## src/rtl/core/pcx_pkg.sv

```systemverilog
// shared types and constants for the pcx run-length palette decoder
package pcx_pkg;

  // field widths
  localparam int unsigned IDX_W   = 8;
  localparam int unsigned COLOR_W = 24;
  localparam int unsigned COUNT_W = 6;

  // input op codes
  localparam logic OP_PALETTE = 1'b0;
  localparam logic OP_CODE    = 1'b1;

  // top two bits of a run header byte
  localparam logic [1:0] RUN_MARK = 2'b11;

  // command queue size
  localparam int unsigned QUEUE_DEPTH = 2;
  localparam int unsigned QUEUE_AW    = 1;
  localparam int unsigned QUEUE_CW    = 2;

  // input transaction
  typedef struct packed {
    logic               op;
    logic [IDX_W-1:0]   entry_index;
    logic [COLOR_W-1:0] entry_color;
    logic [IDX_W-1:0]   code_byte;
  } in_t;

  // output transaction
  typedef struct packed {
    logic [COLOR_W-1:0] pixel_color;
    logic               last_of_run;
  } out_t;

  // command kinds passed from front to back
  typedef enum logic {
    CMD_WRITE = 1'b0,
    CMD_EMIT  = 1'b1
  } cmd_kind_t;

  // one queued command
  typedef struct packed {
    cmd_kind_t          kind;
    logic [IDX_W-1:0]   index;
    logic [COLOR_W-1:0] color;
    logic [COUNT_W-1:0] count;
  } cmd_t;

endpackage

```

## src/rtl/core/pcx_cmd_fifo.sv

```systemverilog
// small command queue between front and back end
module pcx_cmd_fifo
  import pcx_pkg::*;
(
  input  logic clk,
  input  logic rst_n,
  input  logic push,
  input  cmd_t push_cmd,
  input  logic pop,
  output cmd_t head_cmd,
  output logic full,
  output logic empty
);

  cmd_t                slots_r [QUEUE_DEPTH];
  logic [QUEUE_AW-1:0] wr_ptr_r;
  logic [QUEUE_AW-1:0] rd_ptr_r;
  logic [QUEUE_CW-1:0] fill_r;
  logic                do_push;
  logic                do_pop;

  assign full     = (fill_r == QUEUE_CW'(QUEUE_DEPTH));
  assign empty    = (fill_r == '0);
  assign do_push  = push && !full;
  assign do_pop   = pop && !empty;
  assign head_cmd = slots_r[rd_ptr_r];

  // entry storage
  always_ff @(posedge clk) begin
    if (do_push) begin
      slots_r[wr_ptr_r] <= push_cmd;
    end
  end

  // pointers and fill level
  always_ff @(posedge clk) begin
    if (!rst_n) begin
      wr_ptr_r <= '0;
      rd_ptr_r <= '0;
      fill_r   <= '0;
    end else begin
      if (do_push) begin
        wr_ptr_r <= wr_ptr_r + QUEUE_AW'(1);
      end
      if (do_pop) begin
        rd_ptr_r <= rd_ptr_r + QUEUE_AW'(1);
      end
      if (do_push && !do_pop) begin
        fill_r <= fill_r + QUEUE_CW'(1);
      end else if (do_pop && !do_push) begin
        fill_r <= fill_r - QUEUE_CW'(1);
      end
    end
  end

endmodule

```

## config.mk

```make
export PLATFORM = sky130hd
export DESIGN_NAME = pcx_cmd_fifo
export DESIGN_NICKNAME = d
export VERILOG_FILES = /design/src/rtl/core/pcx_pkg.sv /design/src/rtl/core/pcx_cmd_fifo.sv
export SDC_FILE = /design/constraint.sdc
export NUM_CORES = 1
export LEC_CHECK = 0
export ABC_AREA = 1
export CORE_MARGIN = 4
export CORE_UTILIZATION = 45
export DETAILED_ROUTE_END_ITERATION = 8
export DONT_BUFFER_PORTS = 1
export PLACE_DENSITY_LB_ADDON = 0.12
export SLEW_MARGIN = 15
export SYNTH_ARGS = -nofsm -noshare
export SYNTH_HDL_FRONTEND = slang
export SYNTH_SLANG_ARGS = --single-unit
export TNS_END_PERCENT = 50
```

## constraint.sdc

```tcl
create_clock -name clk -period 3.2 [get_ports clk]
set_input_delay 0.16 -clock clk [delete_from_list [all_inputs] [get_ports clk]]
set_output_delay 0.16 -clock clk [all_outputs]
set_load 0.005 [all_outputs]
```

* Word level (Yosys, flattened, before mapping)
Memories as Yosys holds them, arrays and structs flattened. A register that Yosys moved wholly into a read port is not among the register bits.
Index checks and enable logic that the tools add are counted.
** Word-level totals
- Register bits after elaboration :: 4
- Bits in writable memories :: 78
- Bits of input ports :: 43
- Output and inout bits :: 41
- Word-level logic and storage cells :: 25
- Memories kept :: 1
** Operators by class
- Add/sub/neg operators :: 4
- Eq/ne operators :: 1
- Mux-type cells :: 6
- Reduce and logical (&&, ||, !) cells :: 10
** Memory list
- slots_r :: words 2, bits a word 39, rd ports 1, clocked after memory_dff 1, write ports 1, RTL line pcx_cmd_fifo.sv:15 : cmd_t slots_r [QUEUE_DEPTH];
** Operator list (number)
- logical AND 1 bit :: 4
- zero test 1 bit :: 4
- two-way mux 1 bit :: 4
- two-way mux 2 bit :: 2
- adder 1 bit, second input constant :: 2
- adder 2 x 1 -> 2 bit, second input constant :: 1
- == test 2 bit, second input constant :: 1
- zero test 2 bit :: 1
- nonzero test 2 bit :: 1
- subtractor 2 x 1 -> 2 bit, second input constant :: 1

* Depth between registers and ports, before layout
- Depth after elaboration :: 7
- Depth in mapped cells :: 10
- Gate-level depth less buffers :: 10

* Worst setup path before layout
No wires, ideal clock.
- Path kind :: reg-to-reg
- From :: reg fill_r[0]
- To :: mem slots_r[1][0] (netlist bit), enable pin
- Setup time :: 435 ps
- Arrival :: 2122 ps
- Data required time :: 2765 ps
- Slack :: 643 ps
- Cell stages (with the launch flop) :: 3
- Path buffers :: 0
- Clock period less this slack :: 2557 ps
- Cell sequence :: dfxtp_1 -> o21ai_2 -> nor2_1
** Between the ends
- Longest elaborated chain between the ends :: 5
** RTL lines
- start: declaration :: RTL line pcx_cmd_fifo.sv:18 : logic [QUEUE_CW-1:0] fill_r;
- start signal: assignment :: RTL line pcx_cmd_fifo.sv:49 : fill_r <= fill_r + QUEUE_CW'(1);
- start signal: assignment :: RTL line pcx_cmd_fifo.sv:51 : fill_r <= fill_r - QUEUE_CW'(1);
- == test 2 bit :: RTL line pcx_cmd_fifo.sv:22 : assign full = (fill_r == QUEUE_CW'(QUEUE_DEPTH));
- zero test 1 bit :: RTL line pcx_cmd_fifo.sv:24 : assign do_push = push && !full;
- logical AND 1 bit :: RTL line pcx_cmd_fifo.sv:24
- two-way mux 1 bit :: RTL line pcx_cmd_fifo.sv:30 : if (do_push) begin
- two-way mux 1 bit (not written as such) :: RTL line pcx_cmd_fifo.sv:31 : slots_r[wr_ptr_r] <= push_cmd;
- end: declaration :: RTL line pcx_cmd_fifo.sv:15
Every way passes these cells.

==> run metrics <==
Tot Pwr=2590 µW; latest clock arrival within the worst-skew pair=0.34 ns; total routing resource utilization after global routing=0.127; yosys synthesis warning count=0; count of distinct cell types in the synthesized netlist=16; simple logic cell fraction of the synthesized area=0.0242; upper clock frequency limit=0.507 GHz; Slew Limit Fails=0; Least-Margin Pin Slew=between 1 and 1.5 ns; crit start category=flip-flop; share of the cycle needed by the critical path after routing=0.617; dominant cell type by area after synthesis=sky130_fd_sc_hd__edfxtp_1; number of standard cells after synthesis=159; crit-path max cell delay=1.01 ns; post-route clock skew=0.00371 ns; net count reported at finish=251; fraction of the mapped netlist area in compound gates=0.00766; count of H-tree levels built during CTS=3; Die H=91.1 µm; Adder-Cell Fraction of Synth Area=0.00403; dominant combinational cell family by area after synthesis=multiplexers; Syn Nets=203; Die Footprint=between 0.008 and 0.009 mm²; synthesized area per cell=19.5 µm²; number of flops mapped to enable cells by yosys=78; netlist area before placement=approximately 0.0031 mm²; final std cell area, no fill=~0.0038 mm²; # setup viols final=0; clock input transition at the sequential cells of the worst setup and hold paths=0.08 ns; number of remaining DRC errors=0; pwr/cell area=689 mW/mm²; setup repair after global routing missed its margin=no; total buffers and inverters traversed by the critical path=0; Placer Congestion=around 0.7; share of flip-flops with an asynchronous set or reset after synthesis=0; Maximum Capacitance Violations=0; post-route minimum period=between 1.5 and 2 ns; share of layout cells above drive strength 1=0.264; chip width=91.1 µm; vias after detailed routing=1465; worst voltage drop across the vdd grid=0.422 mV; std cell rows=30; area of the core=0.00676 mm²; portion of the post-synthesis area used by sequential elements=0.786; LEAKAGE=around 0.0013 µW; maximum clock insertion buffer count=2; Post CTS Setup Buffer Count=0; #FFs+latches synth=83; top-area cell type share of the netlist area=0.754; commonest cells in the synthesized netlist=sky130_fd_sc_hd__edfxtp_1, sky130_fd_sc_hd__mux2_2, sky130_fd_sc_hd__nor2_1; first-pass GRT wire length=7.95 mm; count of fill cells added during filler insertion=533; tightest slew margin relative to the limit=0.253; CP Capture Type=primary output; main area contributors after synthesis=sky130_fd_sc_hd__edfxtp_1, sky130_fd_sc_hd__mux2_2, sky130_fd_sc_hd__mux2_4; result of the run=complete, no violations; count leader, synth=sky130_fd_sc_hd__edfxtp_1; half-perimeter wire length after placement=3.28 mm; Root Driver=sky130_fd_sc_hd__clkbuf_8; total detailed-routing wirelength=5.19 mm; number of buffers added on ports=0; largest net degree at the start of global routing=40; required time of the worst setup path=3.04 ns; Inserted Diodes=0; total negative slack for setup checks=0 ns; vias in the first global route=1545; antenna violation net count after detailed routing=0; slowest stage cell on the critical path=sky130_fd_sc_hd__dfxtp_2; main flop type after synthesis=sky130_fd_sc_hd__edfxtp_1; final global-route overflow total=0; Area growth, synth to finish=21.2%; Synth Area in XOR/XNOR=0; Pre-Repair DR Iteration Count=4; Placement Cell Area=0.00318 mm²; list of cells traversed by the critical path=mux2_2; number of hold violations in the final report=0; delay-heaviest family, CP=flip-flops; ratio of routed vias to standard cells=5.02; clock net sink count=83; data arrival time of the worst path=1.81 ns; TritonCTS clock tree=yes; number of antenna violations at the first check in global routing=0; Hold WC Path Type=input port to flip-flop; Initial DRC Count=59; Resized Gates After CTS=0; total I/O pin count=84; Num CTS Buffers=9; critical path class=flip-flop to primary output; worst setup timing slack at the placement stage=around 1.3 ns; fraction of synthesized area in multiplexers=0.154; setup ws final=1.23 ns; wire per inst=17.8 µm; effective utilization at floorplan=0.460; crit path max fanout=39
==> area by class of cell <==
cell class                 instances  area (µm²)  share of cell area
sequential                        83        2440               0.649
clock inverter                     5        30.0             0.00798
inverter                           9        33.8             0.00898
timing repair buffer              41         420               0.112
clock buffer                      11         131              0.0349
tap                               80         100              0.0266
multi-input combinational         63         603               0.160
==> power by group <==
group	internal, µW	leakage (µW)	switching [µW]
registers	1370	0.000769	102
clock network	277	0.0000706	343
logic	245	0.000445	250
total	1900	0.00128	695
==> tightest hold or removal path, stage by stage <==
cell and delay [ns]:
sky130_fd_sc_hd__inv_1 0.04, sky130_fd_sc_hd__nor2_1 0.07, sky130_fd_sc_hd__nor2_1 0.13, sky130_fd_sc_hd__nor2_1 0.06
==> final timing paths <==
check / depth (start not counted) / slack [ns] / from / end
worst max-delay path: 1 / 1.23 / flip-flop / head_cmd[24]
worst min-delay path: 4 / 0.15 / pop / flip-flop
worst max register to register: 2 / 1.36 / fill_r[0] / slots_r[0][4]
worst min register to register: 2 / 0.51 / rd_ptr_r / rd_ptr_r
==> cell usage in the layout (no fill, tap or decap), types with 3 or more instances in the layout <==
cell                            netlist  final
sky130_fd_sc_hd__edfxtp_1            78     78
sky130_fd_sc_hd__dlygate4sd3_1        0     40
sky130_fd_sc_hd__mux2_2              29     29
sky130_fd_sc_hd__mux2_4              10     10
sky130_fd_sc_hd__inv_1                9      9
sky130_fd_sc_hd__nor2_1              11      9
sky130_fd_sc_hd__clkbuf_8             0      9
sky130_fd_sc_hd__nand2_1              6      6
sky130_fd_sc_hd__dfxtp_1              5      4
sky130_fd_sc_hd__clkinvlp_4           0      3
==> sequential cells by signal, summed over array words and instances, names as in the netlist, named ones only <==
signal and flops:
fill_r 2, wr_ptr_r 1, rd_ptr_r 1, slots_r 78
==> per-layer routing <==
metal  track usage  up-vias  wire length [µm]
met5             0        -                 0
met4        0.0490        0                58
met3        0.0597        6               396
met2         0.216       52              2730
met1         0.137      715              2000
li1              -      692                 -
==> stage by stage <==
step | util | std cells | hold slack (ns)
after detailed placement | 0.471 | 235 | 0.259
after CTS | 0.554 | 291 | 0.137
final | 0.557 | 292 | 0.146
after global placement | 0.471 | 235 | 0.259
after floorplan | - | 159 | 0.259
after global routing | 0.557 | 292 | 0.181
==> kinds of logic after synthesis <==
| group | after synthesis |
|---|---|
| flops | 83 |
| mux | 39 |
| simple gates | 19 |
| buf+inv | 13 |
| compound gates | 4 |
| fa+ha+maj | 1 |
==> repair_timing <==
item	4_1_cts	5_1_grt
hold buffers	40	0
endpoints found under the setup margin	0	0
endpoints found under the hold margin	83	0
(Power assumes the default switching activity.)
