<file path="src/rtl/core/pcx_pkg.sv">
// shared types and constants for the pcx run-length palette decoder
package pcx_pkg;

  // field widths
  localparam int unsigned IDX_W   = 8;
  localparam int unsigned COLOR_W = 24;
  localparam int unsigned COUNT_W = 6;

  // input op codes
  localparam logic OP_PALETTE = 1'b0;
  localparam logic OP_CODE    = 1'b1;

  // top two bits of a run header byte
  localparam logic [1:0] RUN_MARK = 2'b11;

  // command queue size
  localparam int unsigned QUEUE_DEPTH = 2;
  localparam int unsigned QUEUE_AW    = 1;
  localparam int unsigned QUEUE_CW    = 2;

  // input transaction
  typedef struct packed {
    logic               op;
    logic [IDX_W-1:0]   entry_index;
    logic [COLOR_W-1:0] entry_color;
    logic [IDX_W-1:0]   code_byte;
  } in_t;

  // output transaction
  typedef struct packed {
    logic [COLOR_W-1:0] pixel_color;
    logic               last_of_run;
  } out_t;

  // command kinds passed from front to back
  typedef enum logic {
    CMD_WRITE = 1'b0,
    CMD_EMIT  = 1'b1
  } cmd_kind_t;

  // one queued command
  typedef struct packed {
    cmd_kind_t          kind;
    logic [IDX_W-1:0]   index;
    logic [COLOR_W-1:0] color;
    logic [COUNT_W-1:0] count;
  } cmd_t;

endpackage

</file>
<file path="src/rtl/core/pcx_front.sv">
// front end: accepts input transactions, tracks run headers, issues commands
module pcx_front
  import pcx_pkg::*;
(
  input  logic clk,
  input  logic rst_n,
  input  logic in_valid,
  input  in_t  in_data,
  input  logic q_full,
  output logic in_stall,
  output logic q_push,
  output cmd_t q_cmd
);

  logic               awaiting_r;
  logic               awaiting_nxt;
  logic [COUNT_W-1:0] pend_r;
  logic [COUNT_W-1:0] pend_nxt;
  logic               accept;
  logic               is_write;
  logic               is_value;
  logic               is_header;
  logic               is_literal;

  // take an item whenever the queue has room
  assign in_stall = q_full;
  assign accept   = in_valid && !q_full;

  // classify the item
  assign is_write   = (in_data.op == OP_PALETTE);
  assign is_value   = (in_data.op == OP_CODE) && awaiting_r;
  assign is_header  = (in_data.op == OP_CODE) && !awaiting_r &&
                      (in_data.code_byte[IDX_W-1 -: 2] == RUN_MARK);
  assign is_literal = (in_data.op == OP_CODE) && !awaiting_r && !is_header;

  // build the command for the back end
  always_comb begin
    q_cmd       = '0;
    q_cmd.color = in_data.entry_color;
    if (is_write) begin
      q_cmd.kind  = CMD_WRITE;
      q_cmd.index = in_data.entry_index;
      q_cmd.count = '0;
    end else begin
      q_cmd.kind  = CMD_EMIT;
      q_cmd.index = in_data.code_byte;
      q_cmd.count = is_value ? pend_r : COUNT_W'(1);
    end
  end

  // zero-length runs push nothing
  assign q_push = accept &&
                  (is_write || is_literal || (is_value && (pend_r != '0)));

  // run header tracking
  always_comb begin
    awaiting_nxt = awaiting_r;
    pend_nxt     = pend_r;
    if (accept && is_value) begin
      awaiting_nxt = 1'b0;
      pend_nxt     = '0;
    end else if (accept && is_header) begin
      awaiting_nxt = 1'b1;
      pend_nxt     = in_data.code_byte[COUNT_W-1:0];
    end
  end

  always_ff @(posedge clk) begin
    if (!rst_n) begin
      awaiting_r <= 1'b0;
      pend_r     <= '0;
    end else begin
      awaiting_r <= awaiting_nxt;
      pend_r     <= pend_nxt;
    end
  end

endmodule

</file>
<file path="config.mk">
export PLATFORM = sky130hd
export DESIGN_NAME = pcx_front
export DESIGN_NICKNAME = d
export VERILOG_FILES = /design/src/rtl/core/pcx_pkg.sv /design/src/rtl/core/pcx_front.sv
export SDC_FILE = /design/constraint.sdc
export NUM_CORES = 1
export LEC_CHECK = 0
export BUFFER_PORTS_ARGS = -buffer_cell sky130_fd_sc_hd__buf_2
export CAP_MARGIN = 20
export CORE_MARGIN = 2
export CORE_UTILIZATION = 32
export CTS_BUF_LIST = sky130_fd_sc_hd__clkbuf_2
export DETAILED_ROUTE_END_ITERATION = 16
export PLACE_DENSITY = 0.9
export SKIP_LAST_GASP = 1
export SLEW_MARGIN = 25
export SYNTH_ARGS = -nofsm -noshare
export SYNTH_HDL_FRONTEND = slang
export SYNTH_SLANG_ARGS = --single-unit
</file>
<file path="constraint.sdc">
create_clock -name clk -period 1.5 [get_ports clk]
set_input_delay 0.15 -clock clk [delete_from_list [all_inputs] [get_ports clk]]
set_output_delay 0.15 -clock clk [all_outputs]
set_load 0.05 [all_outputs]
</file>
* After elaboration in Yosys (flattened, before gate mapping)
Index checks and enable logic that the tools add are counted.
Storage, ports and cells: bits of input ports 45, word-level logic and storage cells 24, register bits 7
Cells by class: bitwise operators 2, equality and inequality tests 1, mux-type cells 3, reductions and logical operators 16
Operator list (number):
- two-way mux 6 bit | 2
- logical AND 1 bit | 9
- two-way mux 9 bit | 1
- nonzero test 6 bit | 1
- logical NOT 1 bit | 3
- == test 2 bit (second input constant) | 1
- logical OR 1 bit | 2
- NOT 1 bit | 2
- OR reduction 2 bit | 1

* Longest topological paths before layout
Gate-level depths: netlist of run 1.
depth in word-level cells 8, gate-level depth with buffers 5, mapped depth without buffers 3

* Worst setup path after synthesis of run 1
Ideal clock, no wire load.
path kind register -> output, from reg awaiting_r, to out q_push, data arrival time 1.828 ns, buffers on the path 1, cell stages (with the launch flop) 4, data required time 1.350 ns, slack -0.478 ns, cell sequence dfxtp_1 > and4b_1 > buf_4 > nor3_1
On the way: word-level cells in the longest chain between the ends 8, elaborated cells between the ends (all ways) 10, those cells by class reduce/logical: 10
Ends and longest elaborated chain:
- start, declared | line pcx_front.sv:15 | logic awaiting_r;
- start signal, assigned | line pcx_front.sv:73 | awaiting_r <= awaiting_nxt;
- logical NOT 1 bit | line pcx_front.sv:32, pcx_front.sv:34
- logical AND 1 bit | line pcx_front.sv:32, pcx_front.sv:34
- logical AND 1 bit | line pcx_front.sv:32 | assign is_header = (in_data.op == OP_CODE) && !awaiting_r &&
- logical NOT 1 bit | line pcx_front.sv:34 | assign is_literal = (in_data.op == OP_CODE) && !awaiting_r && !is_header;
- logical AND 1 bit | line pcx_front.sv:34
- logical OR 1 bit | line pcx_front.sv:53 | (is_write || is_literal || (is_value && (pend_r != '0)));
- logical OR 1 bit (*) | line pcx_front.sv:53
- logical AND 1 bit (*) | line pcx_front.sv:52 | assign q_push = accept &&
- end, declared | line pcx_front.sv:11 | output logic q_push,
Mark *: on every way between the ends. The rest lies on a longest branch, timed or not.

* Worst setup path in the final report of run 1
from reg pend_r[4], to out q_push
On the way: word-level cells in the longest chain between the ends 4
Ends and longest elaborated chain:
- start, declared | line pcx_front.sv:17 | logic [COUNT_W-1:0] pend_r;
- start signal, assigned | line pcx_front.sv:74 | pend_r <= pend_nxt;
- nonzero test 6 bit | line pcx_front.sv:53
- logical AND 1 bit | line pcx_front.sv:53
- logical OR 1 bit | line pcx_front.sv:53
- logical AND 1 bit | line pcx_front.sv:52
Every way passes these cells.

==> impl_metrics.py, run 1 <==
metrics = {
    "timing": {
        "finalMaxSlewViolations": 0,
        "fin_ws_ns": -0.210,
        "finalCritPeriodShare": 1.14,
        "final.min_clock_period_ns": 1.71,
        "rsz0062_at_grt": "true",
        "relSlewSlack": 0.669,
        "final.setup_skew_ns": 0.00251,
        "hold_ws_ns": 0.180,
        "fmax_mhz": 585,
        "tightest_slew_ns": 0.493,
        "final_hold_viol_count": 0,
        "setup_viol_count_final": 1,
    },
    "clocking": {
        "root_buffer": "clkbuf_2",
        "cts_tree": "built",
        "cts_max_level": 1,
        "cts-buffers-inserted": 3,
        "clkSinkCount": 7,
        "cts_max_path_buffers": 2,
        "holdBufCountCts": 0,
        "path_clk_slew_ns": 0.07,
        "clock_latency_ns": 0.23,
    },
    "cells_and_area": {
        "diodes": 0,
        "drive_above_1_share": 0.602,
        "layout.nets": 139,
        "finalNonFillerCells": 120,
        "final_common_cell": "buf_2",
        "final_cell_mix": "36 x buf_2, 8 x mux2_2, 7 x a21oi_1, 6 x nand3_1, 6 x o21ai_0",
        "areaGrowthSynthToFinish_pct": 7.58,
    },
    "worst_hold_path": {
        "hp-class": "input pin to flip-flop",
    },
    "flow_run": {
        "cap_violations": 0,
    },
    "worst_setup_path": {
        "cp.arrival_ns": 1.56,
        "worst_setup_path_end_kind": "output port",
        "required_ns": 1.35,
        "worstSetupStartpointType": "flip-flop",
        "criticalPathCategory": "flip-flop to output port",
        "crit_fanout": 3,
    },
    "global_routing": {
        "grt_overflow": 0,
        "grt_usage": 0.136,
        "grt_max_degree": 19,
        "grt_pass1_vias": 573,
        "grt_antenna_before_repair": 0,
        "grt_pass1_wl_um": 2580,
    },
    "pwr": {
        "powerDensity_nw_per_um2": 732,
        "total_leakage_power_nw": 0.343,
        "total_power_uw": 520,
        "ir_worst_vdd_v": 0.000427,
    },
    "drt": {
        "post-route-drc-count": 0,
        "routed_via_density": 4.93,
        "wl_um": 1710,
        "drt_iter0_drc": 12,
        "ant_nets": 0,
        "wl_per_cell_um": 14.3,
        "via_count": 592,
        "drt-pass1-iter-count": 4,
    },
    "run_status": {
        "outcome": "finished with violations",
        "violations": "negative setup slack",
    },
    "die": {
        "die_w_um": 49.4,
        "start_util": 0.337,
        "placeableCoreArea_sq_um": 1960,
        "ios": 86,
        "die-area_sq_um": 2440,
        "row_count": 16,
        "die_y_um": 49.4,
    },
    "synthesis": {
        "ys_warn_count": 0,
        "ys_ff_latch": 7,
        "yosysSeqAreaShare": 0.212,
        "synth_nets": 126,
        "synth.distinct_cells": 23,
        "syn_inst": 81,
        "syn_area_per_cell_sq_um": 8.16,
        "synth_area_sq_um": 661,
    },
    "placed_design": {
        "placedCellCount": 116,
        "gp_congestion": 0.756,
        "dp_hpwl_um": 1340,
        "numPortBuffers": 37,
    },
}
## power breakdown
part / leakage (nW) / switching (mW) / total [mW] / internal, mW
Sequential: 0.0575 / 0.00308 / 0.192 / 0.189
Clock: 0.0166 / 0.0680 / 0.139 / 0.0708
Combinational: 0.268 / 0.130 / 0.190 / 0.0604
## sequential cells by signal, indices dropped and copies added, names as in the netlist
| register | flops |
|---|---|
| pend_r | 6 |
| awaiting_r | 1 |
## worst max-delay path, cell delays in order, from the launching register on
cell     delay (ns)
dfxtp_2        0.32
or4_4          0.54
nor4_4         0.23
nor3_2         0.08
buf_6          0.16
## cells by family (layout without fill, tap and decap cells)
kind of cell | Yosys count | count (layout) | share of synthesized area
flops | 7 | 7 | 0.212
compound gates | 15 | 15 | 0.117
simple gates | 20 | 20 | 0.191
mux | 8 | 8 | 0.136
buf+inv | 31 | 43 | 0.343
## final cells by class
type | instances | area (sq um)
clock buffer | 4 | 20.0
tap | 27 | 33.8
fill | 216 | 1250
sequential | 7 | 143
multi-input combinational | 43 | 312
inverter | 1 | 3.75
timing repair buffer | 38 | 199
## path summary, 6_finish.rpt
check / slack (ns) / start / endpoint / depth (start not counted)
worst max-delay path: -0.21 / pend_r[4] / q_push / 4
worst max register to register: 0.18 / awaiting_r / pend_r[3] / 3
worst min-delay path: 0.18 / in_data[5] / pend_r[5] / 3
worst min register to register: 0.49 / pend_r[4] / pend_r[4] / 2
## stage by stage
step	util	instance area, sq um	setup TNS (ns)	setup WS (ns)
final	0.362	711	-0.210	-0.210
after global routing	0.362	711	-0.278	-0.278
after CTS	0.353	692	-0.194	-0.194
after detailed placement	0.341	669	0	0.0502
after global placement	0.341	669	0	0.0688
after floorplan	-	666	-0.0560	-0.0560
## timing repair
action | in CTS | in global routing
setup buffers | 0 | 0
pin swaps | 0 | 2
gates resized for setup | 1 | 5
endpoints found under the setup margin | 1 | 1
## metal layers
metal | vias up | wire, um | GRT usage
li1 | 279 | - | -
met1 | 257 | 619 | 0.145
met2 | 47 | 816 | 0.230
met3 | 9 | 224 | 0.0583
met4 | 0 | 51 | 0.0648
met5 | - | 0 | 0
## Yosys cell counts (all sizes together)
cell type,n,area (sq um)
and3,5,32.5
and4b,1,10.0
or4,1,7.51
inv,1,3.75
mux2,8,90.1
o21ai,7,35.0
buf,29,219
clkbuf,1,3.75
nor2b,1,6.26
nand3,6,30.0
dfxtp,7,140
nand2b,1,6.26
a21boi,1,7.51
nor3,1,5.00
nor2,1,3.75
nand2,1,3.75
a21oi,7,35.0
nand4b,1,8.76
nor4,1,12.5
Power figures use the tool's default switching activity.
==> run 2, diff against run 1 <==
--- a/config.mk
+++ b/config.mk
@@ -8,10 +8,9 @@
 export BUFFER_PORTS_ARGS = -buffer_cell sky130_fd_sc_hd__buf_2
 export CAP_MARGIN = 20
 export CORE_MARGIN = 2
-export CORE_UTILIZATION = 32
-export CTS_BUF_LIST = sky130_fd_sc_hd__clkbuf_2
+export CORE_UTILIZATION = 33
 export DETAILED_ROUTE_END_ITERATION = 16
-export PLACE_DENSITY = 0.9
+export PLACE_DENSITY = 0.93
 export SKIP_LAST_GASP = 1
 export SLEW_MARGIN = 25
 export SYNTH_ARGS = -nofsm -noshare
==> constraint.sdc (replaced) <==
create_clock -name clk -period 2.1 [get_ports clk]
set_input_delay 0.21 -clock clk [delete_from_list [all_inputs] [get_ports clk]]
set_output_delay 0.21 -clock clk [all_outputs]
set_load 0.05 [all_outputs]
==> run 2 against run 1 <==
Compared with the run above:
- global-route usage shrank 0.89 points
- total power down 26%
- core utilization is 0.68 points lower
- the run now ends clean
- critical path depth unchanged
- highest routed layer unchanged
- wire length shrank 10%
- worst hold slack improved by 0.048 ns
- register-to-register slack better by 0.63 ns
==> impl_metrics.py, run 2 (synthesized netlist as in run 1, its figures left out) <==
metrics = {
    "clocking": {
        "cts-buffers-inserted": 3,
        "postCtsSetupBuffers": 0,
        "cts_max_path_buffers": 2,
        "cts_max_level": 1,
        "root_buffer": "clkbuf_4",
        "holdBufCountCts": 0,
        "cts-resized-gates": 0,
        "path_clk_slew_ns": 0.05,
        "cts_tree": "built",
        "clock_latency_ns": 0.25,
        "clkSinkCount": 7,
    },
    "drt": {
        "drt-pass1-iter-count": 4,
        "wl_um": 1530,
        "ant_nets": 0,
        "drt_iter0_drc": 24,
        "post-route-drc-count": 0,
        "via_count": 576,
        "routed_via_density": 4.84,
        "wl_per_cell_um": 12.9,
    },
    "die": {
        "die-area_sq_um": 2380,
        "ios": 86,
        "start_util": 0.344,
        "placeableCoreArea_sq_um": 1920,
        "row_count": 16,
        "die_y_um": 48.7,
        "die_w_um": 48.7,
    },
    "pwr": {
        "powerDensity_nw_per_um2": 564,
        "ir_worst_vdd_v": 0.000339,
        "total_power_uw": 385,
        "total_leakage_power_nw": 0.329,
    },
    "placed_design": {
        "dp_hpwl_um": 1180,
        "placedCellCount": 115,
        "gp_congestion": 0.704,
        "numPortBuffers": 37,
    },
    "worst_setup_path": {
        "worstSetupStartpointType": "flip-flop",
        "cp.arrival_ns": 1.52,
        "criticalPathCategory": "flip-flop to output port",
        "worst_setup_path_end_kind": "output port",
        "crit_fanout": 3,
        "required_ns": 1.89,
    },
    "timing": {
        "final.setup_skew_ns": 0.00237,
        "final.min_clock_period_ns": 1.73,
        "finalMaxSlewViolations": 0,
        "setup_viol_count_final": 0,
        "tightest_slew_ns": 0.550,
        "final_hold_viol_count": 0,
        "hold_ws_ns": 0.228,
        "finalCritPeriodShare": 0.826,
        "rsz0062_at_grt": "false",
        "fmax_mhz": 577,
        "relSlewSlack": 0.631,
        "finalSetupTns_ns": 0,
    },
    "global_routing": {
        "grt_max_degree": 19,
        "grt_usage": 0.127,
        "grt_overflow": 0,
        "grt_pass1_vias": 561,
        "grt_antenna_before_repair": 0,
        "grt_pass1_wl_um": 2420,
    },
    "cells_and_area": {
        "largest_register_ffs": 6,
        "areaGrowthSynthToFinish_pct": 3.41,
        "final_common_cell": "buf_2",
        "final_cell_mix": "37 x buf_2, 8 x mux2_2, 7 x a21oi_1, 7 x dfxtp_1",
        "drive_above_1_share": 0.543,
        "top_register": "pend_r",
        "diodes": 0,
        "top_regs": "pend_r (6), awaiting_r (1)",
        "layout.nets": 138,
        "finalNonFillerCells": 119,
    },
    "run_status": {
        "outcome": "complete, no violations",
    },
    "worst_hold_path": {
        "hp-class": "input pin to flip-flop",
    },
    "flow_run": {
        "cap_violations": 0,
    },
}
[run 2: cell types whose count changed in the layout (fill, tap and decap cells not counted), moves of 2 or more]
cell	previous run	this run
dfxtp_2	2	0
clkbuf_2	4	0
clkbuf_4	0	3
dfxtp_1	5	7
[run 2: path summary, 6_finish.rpt]
| path | startpoint | cells past startpoint | slack [ns] | endpoint |
|---|---|---|---|---|
| setup / recovery | pend_r[0] | 4 | 0.37 | q_push |
| hold / removal | in_data[2] | 3 | 0.23 | pend_r[2] |
| setup reg to reg | awaiting_r | 3 | 0.81 | awaiting_r |
| hold reg to reg | pend_r[4] | 2 | 0.48 | pend_r[4] |
[run 2: area by class of cell]
| class | count | area, sq um |
|---|---|---|
| multi-input cells | 43 | 294 |
| repair buffers | 37 | 185 |
| inverters | 1 | 3.75 |
| flip-flops and latches | 7 | 140 |
| clock buffers | 4 | 26.3 |
| fillers | 216 | 1240 |
| well taps | 27 | 33.8 |
[run 2: power breakdown]
part	switching, mW	total, mW	internal [mW]
registers	0.00175	0.137	0.135
logic	0.0904	0.130	0.0397
clock network	0.0459	0.118	0.0723
[run 2: worst max-delay path, stage by stage, from the launching register on]
cell and delay [ns]:
dfxtp_1 0.32, or4_1 0.52, nor4_2 0.15, nor3_1 0.08
buf_2 0.22
[run 2: metal layers]
| layer | share of wire | global-route usage | wire [um] | vias to the layer above |
|---|---|---|---|---|
| met5 | 0 | 0 | 0 | - |
| met4 | 0.020 | 0.0667 | 30 | 0 |
| met3 | 0.11 | 0.0525 | 172 | 6 |
| met2 | 0.46 | 0.224 | 706 | 41 |
| met1 | 0.41 | 0.127 | 624 | 249 |
| li1 | - | - | - | 280 |
[run 2: stage by stage]
step	cell area [sq um]	setup WS [ns]	util
finish	683	0.365	0.355
detailed placement	657	0.614	0.342
global route	683	0.261	0.355
CTS	683	0.341	0.355
global placement	657	0.627	0.342
floorplan	661	0.0618	-
==> run 3, diff against run 2 <==
--- a/config.mk
+++ b/config.mk
@@ -8,9 +8,9 @@
 export BUFFER_PORTS_ARGS = -buffer_cell sky130_fd_sc_hd__buf_2
 export CAP_MARGIN = 20
 export CORE_MARGIN = 2
-export CORE_UTILIZATION = 33
+export CORE_UTILIZATION = 31
 export DETAILED_ROUTE_END_ITERATION = 16
-export PLACE_DENSITY = 0.93
+export PLACE_DENSITY = 0.88
 export SKIP_LAST_GASP = 1
 export SLEW_MARGIN = 25
 export SYNTH_ARGS = -nofsm -noshare
==> constraint.sdc (replaced) <==
create_clock -name clk -period 1.61 [get_ports clk]
set_input_delay 0.161 -clock clk [delete_from_list [all_inputs] [get_ports clk]]
set_output_delay 0.161 -clock clk [all_outputs]
set_load 0.05 [all_outputs]
==> run 3 against run 2 <==
Compared with the run above:
- the flow now finishes with violations (negative setup slack)
- global-route usage is 0.44 points higher
- worst setup slack worse by 0.41 ns
- clock power rose by 35%
- largest power group unchanged
- die area up 5.9%
- final area up 6.2%
- via count rose by 3.3%
- combinational power rose by 35%
- non-clock buffer count increased by 2
- register-to-register slack worse by 0.46 ns
- critical path depth unchanged
==> impl_metrics.py, run 3 (synthesized netlist as in run 1, its figures left out) <==
metrics = {
    "drt": {
        "wl_per_cell_um": 13.0,
        "drt_iter0_drc": 12,
        "routed_via_density": 4.92,
        "post-route-drc-count": 0,
        "via_count": 595,
        "ant_nets": 0,
        "wl_um": 1580,
        "drt-pass1-iter-count": 4,
    },
    "worst_setup_path": {
        "max_stage_delay_ns": 0.54,
        "worst-r2r-setup-slack_ns": 0.35,
        "critical_path_buf_inv_count": 1,
        "cp.arrival_ns": 1.49,
        "path_cells": "or4_4 -> nor4_4 -> nor3_2 -> buf_6",
        "criticalPathCategory": "flip-flop to output port",
        "path_delay_family": "simple AND/OR/NAND/NOR gates",
        "worst_setup_path_end_kind": "output port",
        "crit_fanout": 2,
        "slowest_stage": "or4_4",
        "worstSetupStartpointType": "flip-flop",
        "required_ns": 1.45,
    },
    "worst_hold_path": {
        "hp-class": "input pin to flip-flop",
    },
    "cells_and_area": {
        "fillers": 217,
        "largest_register_ffs": 6,
        "layout.nets": 140,
        "drive_above_1_share": 0.606,
        "final_common_cell": "buf_2",
        "top_regs": "pend_r (6), awaiting_r (1)",
        "areaGrowthSynthToFinish_pct": 9.85,
        "final_cell_mix": "36 x buf_2, 8 x mux2_2, 7 x a21oi_1, 6 x nand3_1, 6 x o21ai_0",
        "finalInstanceArea_sq_um": 726,
        "diodes": 0,
        "top_register": "pend_r",
    },
    "clocking": {
        "cts_max_path_buffers": 2,
        "clock_latency_ns": 0.25,
        "cts_max_level": 1,
        "clkSinkCount": 7,
        "path_clk_slew_ns": 0.05,
        "root_buffer": "clkbuf_4",
        "cts_tree": "built",
        "cts-buffers-inserted": 3,
    },
    "die": {
        "start_util": 0.333,
        "ios": 86,
        "die_w_um": 50.2,
        "die_y_um": 50.2,
        "row_count": 16,
        "die-area_sq_um": 2520,
        "placeableCoreArea_sq_um": 1980,
    },
    "pwr": {
        "total_power_uw": 513,
        "ir_worst_vdd_v": 0.000230,
        "total_leakage_power_nw": 0.342,
        "powerDensity_nw_per_um2": 707,
    },
    "run_status": {
        "outcome": "finished with violations",
        "violations": "negative setup slack",
    },
    "placed_design": {
        "gp_congestion": 0.745,
        "numPortBuffers": 37,
        "place_area_sq_um": 662,
        "dp_hpwl_um": 1230,
    },
    "timing": {
        "fin_ws_ns": -0.0429,
        "finalCritPeriodShare": 1.03,
        "final_hold_viol_count": 0,
        "finalMaxSlewViolations": 0,
        "final.setup_skew_ns": 0.00505,
        "hold_ws_ns": 0.172,
        "relSlewSlack": 0.682,
        "fmax_mhz": 605,
        "tightest_slew_ns": 0.474,
        "rsz0062_at_grt": "true",
        "finalSetupTns_ns": -0.0429,
        "final.min_clock_period_ns": 1.65,
        "setup_viol_count_final": 1,
    },
    "flow_run": {
        "cap_violations": 0,
    },
    "global_routing": {
        "grt_pass1_wl_um": 2500,
        "grt_usage": 0.132,
        "grt_max_degree": 19,
        "grt_pass1_vias": 568,
        "grt_antenna_before_repair": 0,
        "grt_overflow": 0,
    },
}
==> run 3: cell count changes in the layout (fill, tap and decap cells not counted), sizes merged <==
cell  delta
buf      +2
==> run 3: layout make-up <==
cell class | instances | area [sq um] | area share
clock buffers | 4 | 26.3 | 0.0362
inverters | 1 | 3.75 | 0.00517
multi-input cells | 43 | 312 | 0.429
flip-flops and latches | 7 | 144 | 0.198
well taps | 27 | 33.8 | 0.0466
repair buffers | 39 | 206 | 0.284
==> run 3: routing by layer <==
metal,vias to the layer above,GRT usage,part of all wire
met5,-,0,0
met4,0,0.0972,0.041
met3,14,0.0565,0.13
met2,38,0.197,0.45
met1,262,0.147,0.37
li1,281,-,-
==> run 3: repair_timing <==
action	4_1_cts	5_1_grt
gates resized for setup	5	2
pin swaps	3	3
setup endpoints to repair	1	1
hold endpoints to repair	0	0
buffers inserted	1	1
hold buffers	0	0
==> run 3: path summary, 6_finish.rpt <==
| check | startpoint | to | cells after the start |
|---|---|---|---|
| worst max-delay path | pend_r[4] | q_push | 4 |
| worst min-delay path | in_data[2] | pend_r[2] | 3 |
| worst max register to register | awaiting_r | awaiting_r | 3 |
| worst min register to register | pend_r[0] | pend_r[0] | 2 |
==> run 3: metrics by stage <==
| stage | worst slack [ns] | utilization | std cells |
|---|---|---|---|
| floorplan | 0.0430 | - | 81 |
| global placement | 0.179 | 0.334 | 115 |
| detailed placement | 0.131 | 0.334 | 115 |
| CTS | -0.124 | 0.361 | 120 |
| global route | -0.100 | 0.366 | 121 |
| finish | -0.0429 | 0.366 | 121 |
==> run 3: worst register-to-register path: stages (launching register included) <==
cell and delay (ns):
dfxtp_1 0.45, nand2_1 0.15, o21ai_1 0.43, nor2_1 0.10
==> run 3: power by group <==
group          internal, mW  switching [mW]  leakage [nW]
clock network        0.0946          0.0647        0.0150
registers             0.176         0.00264        0.0580
logic                0.0562           0.119         0.269
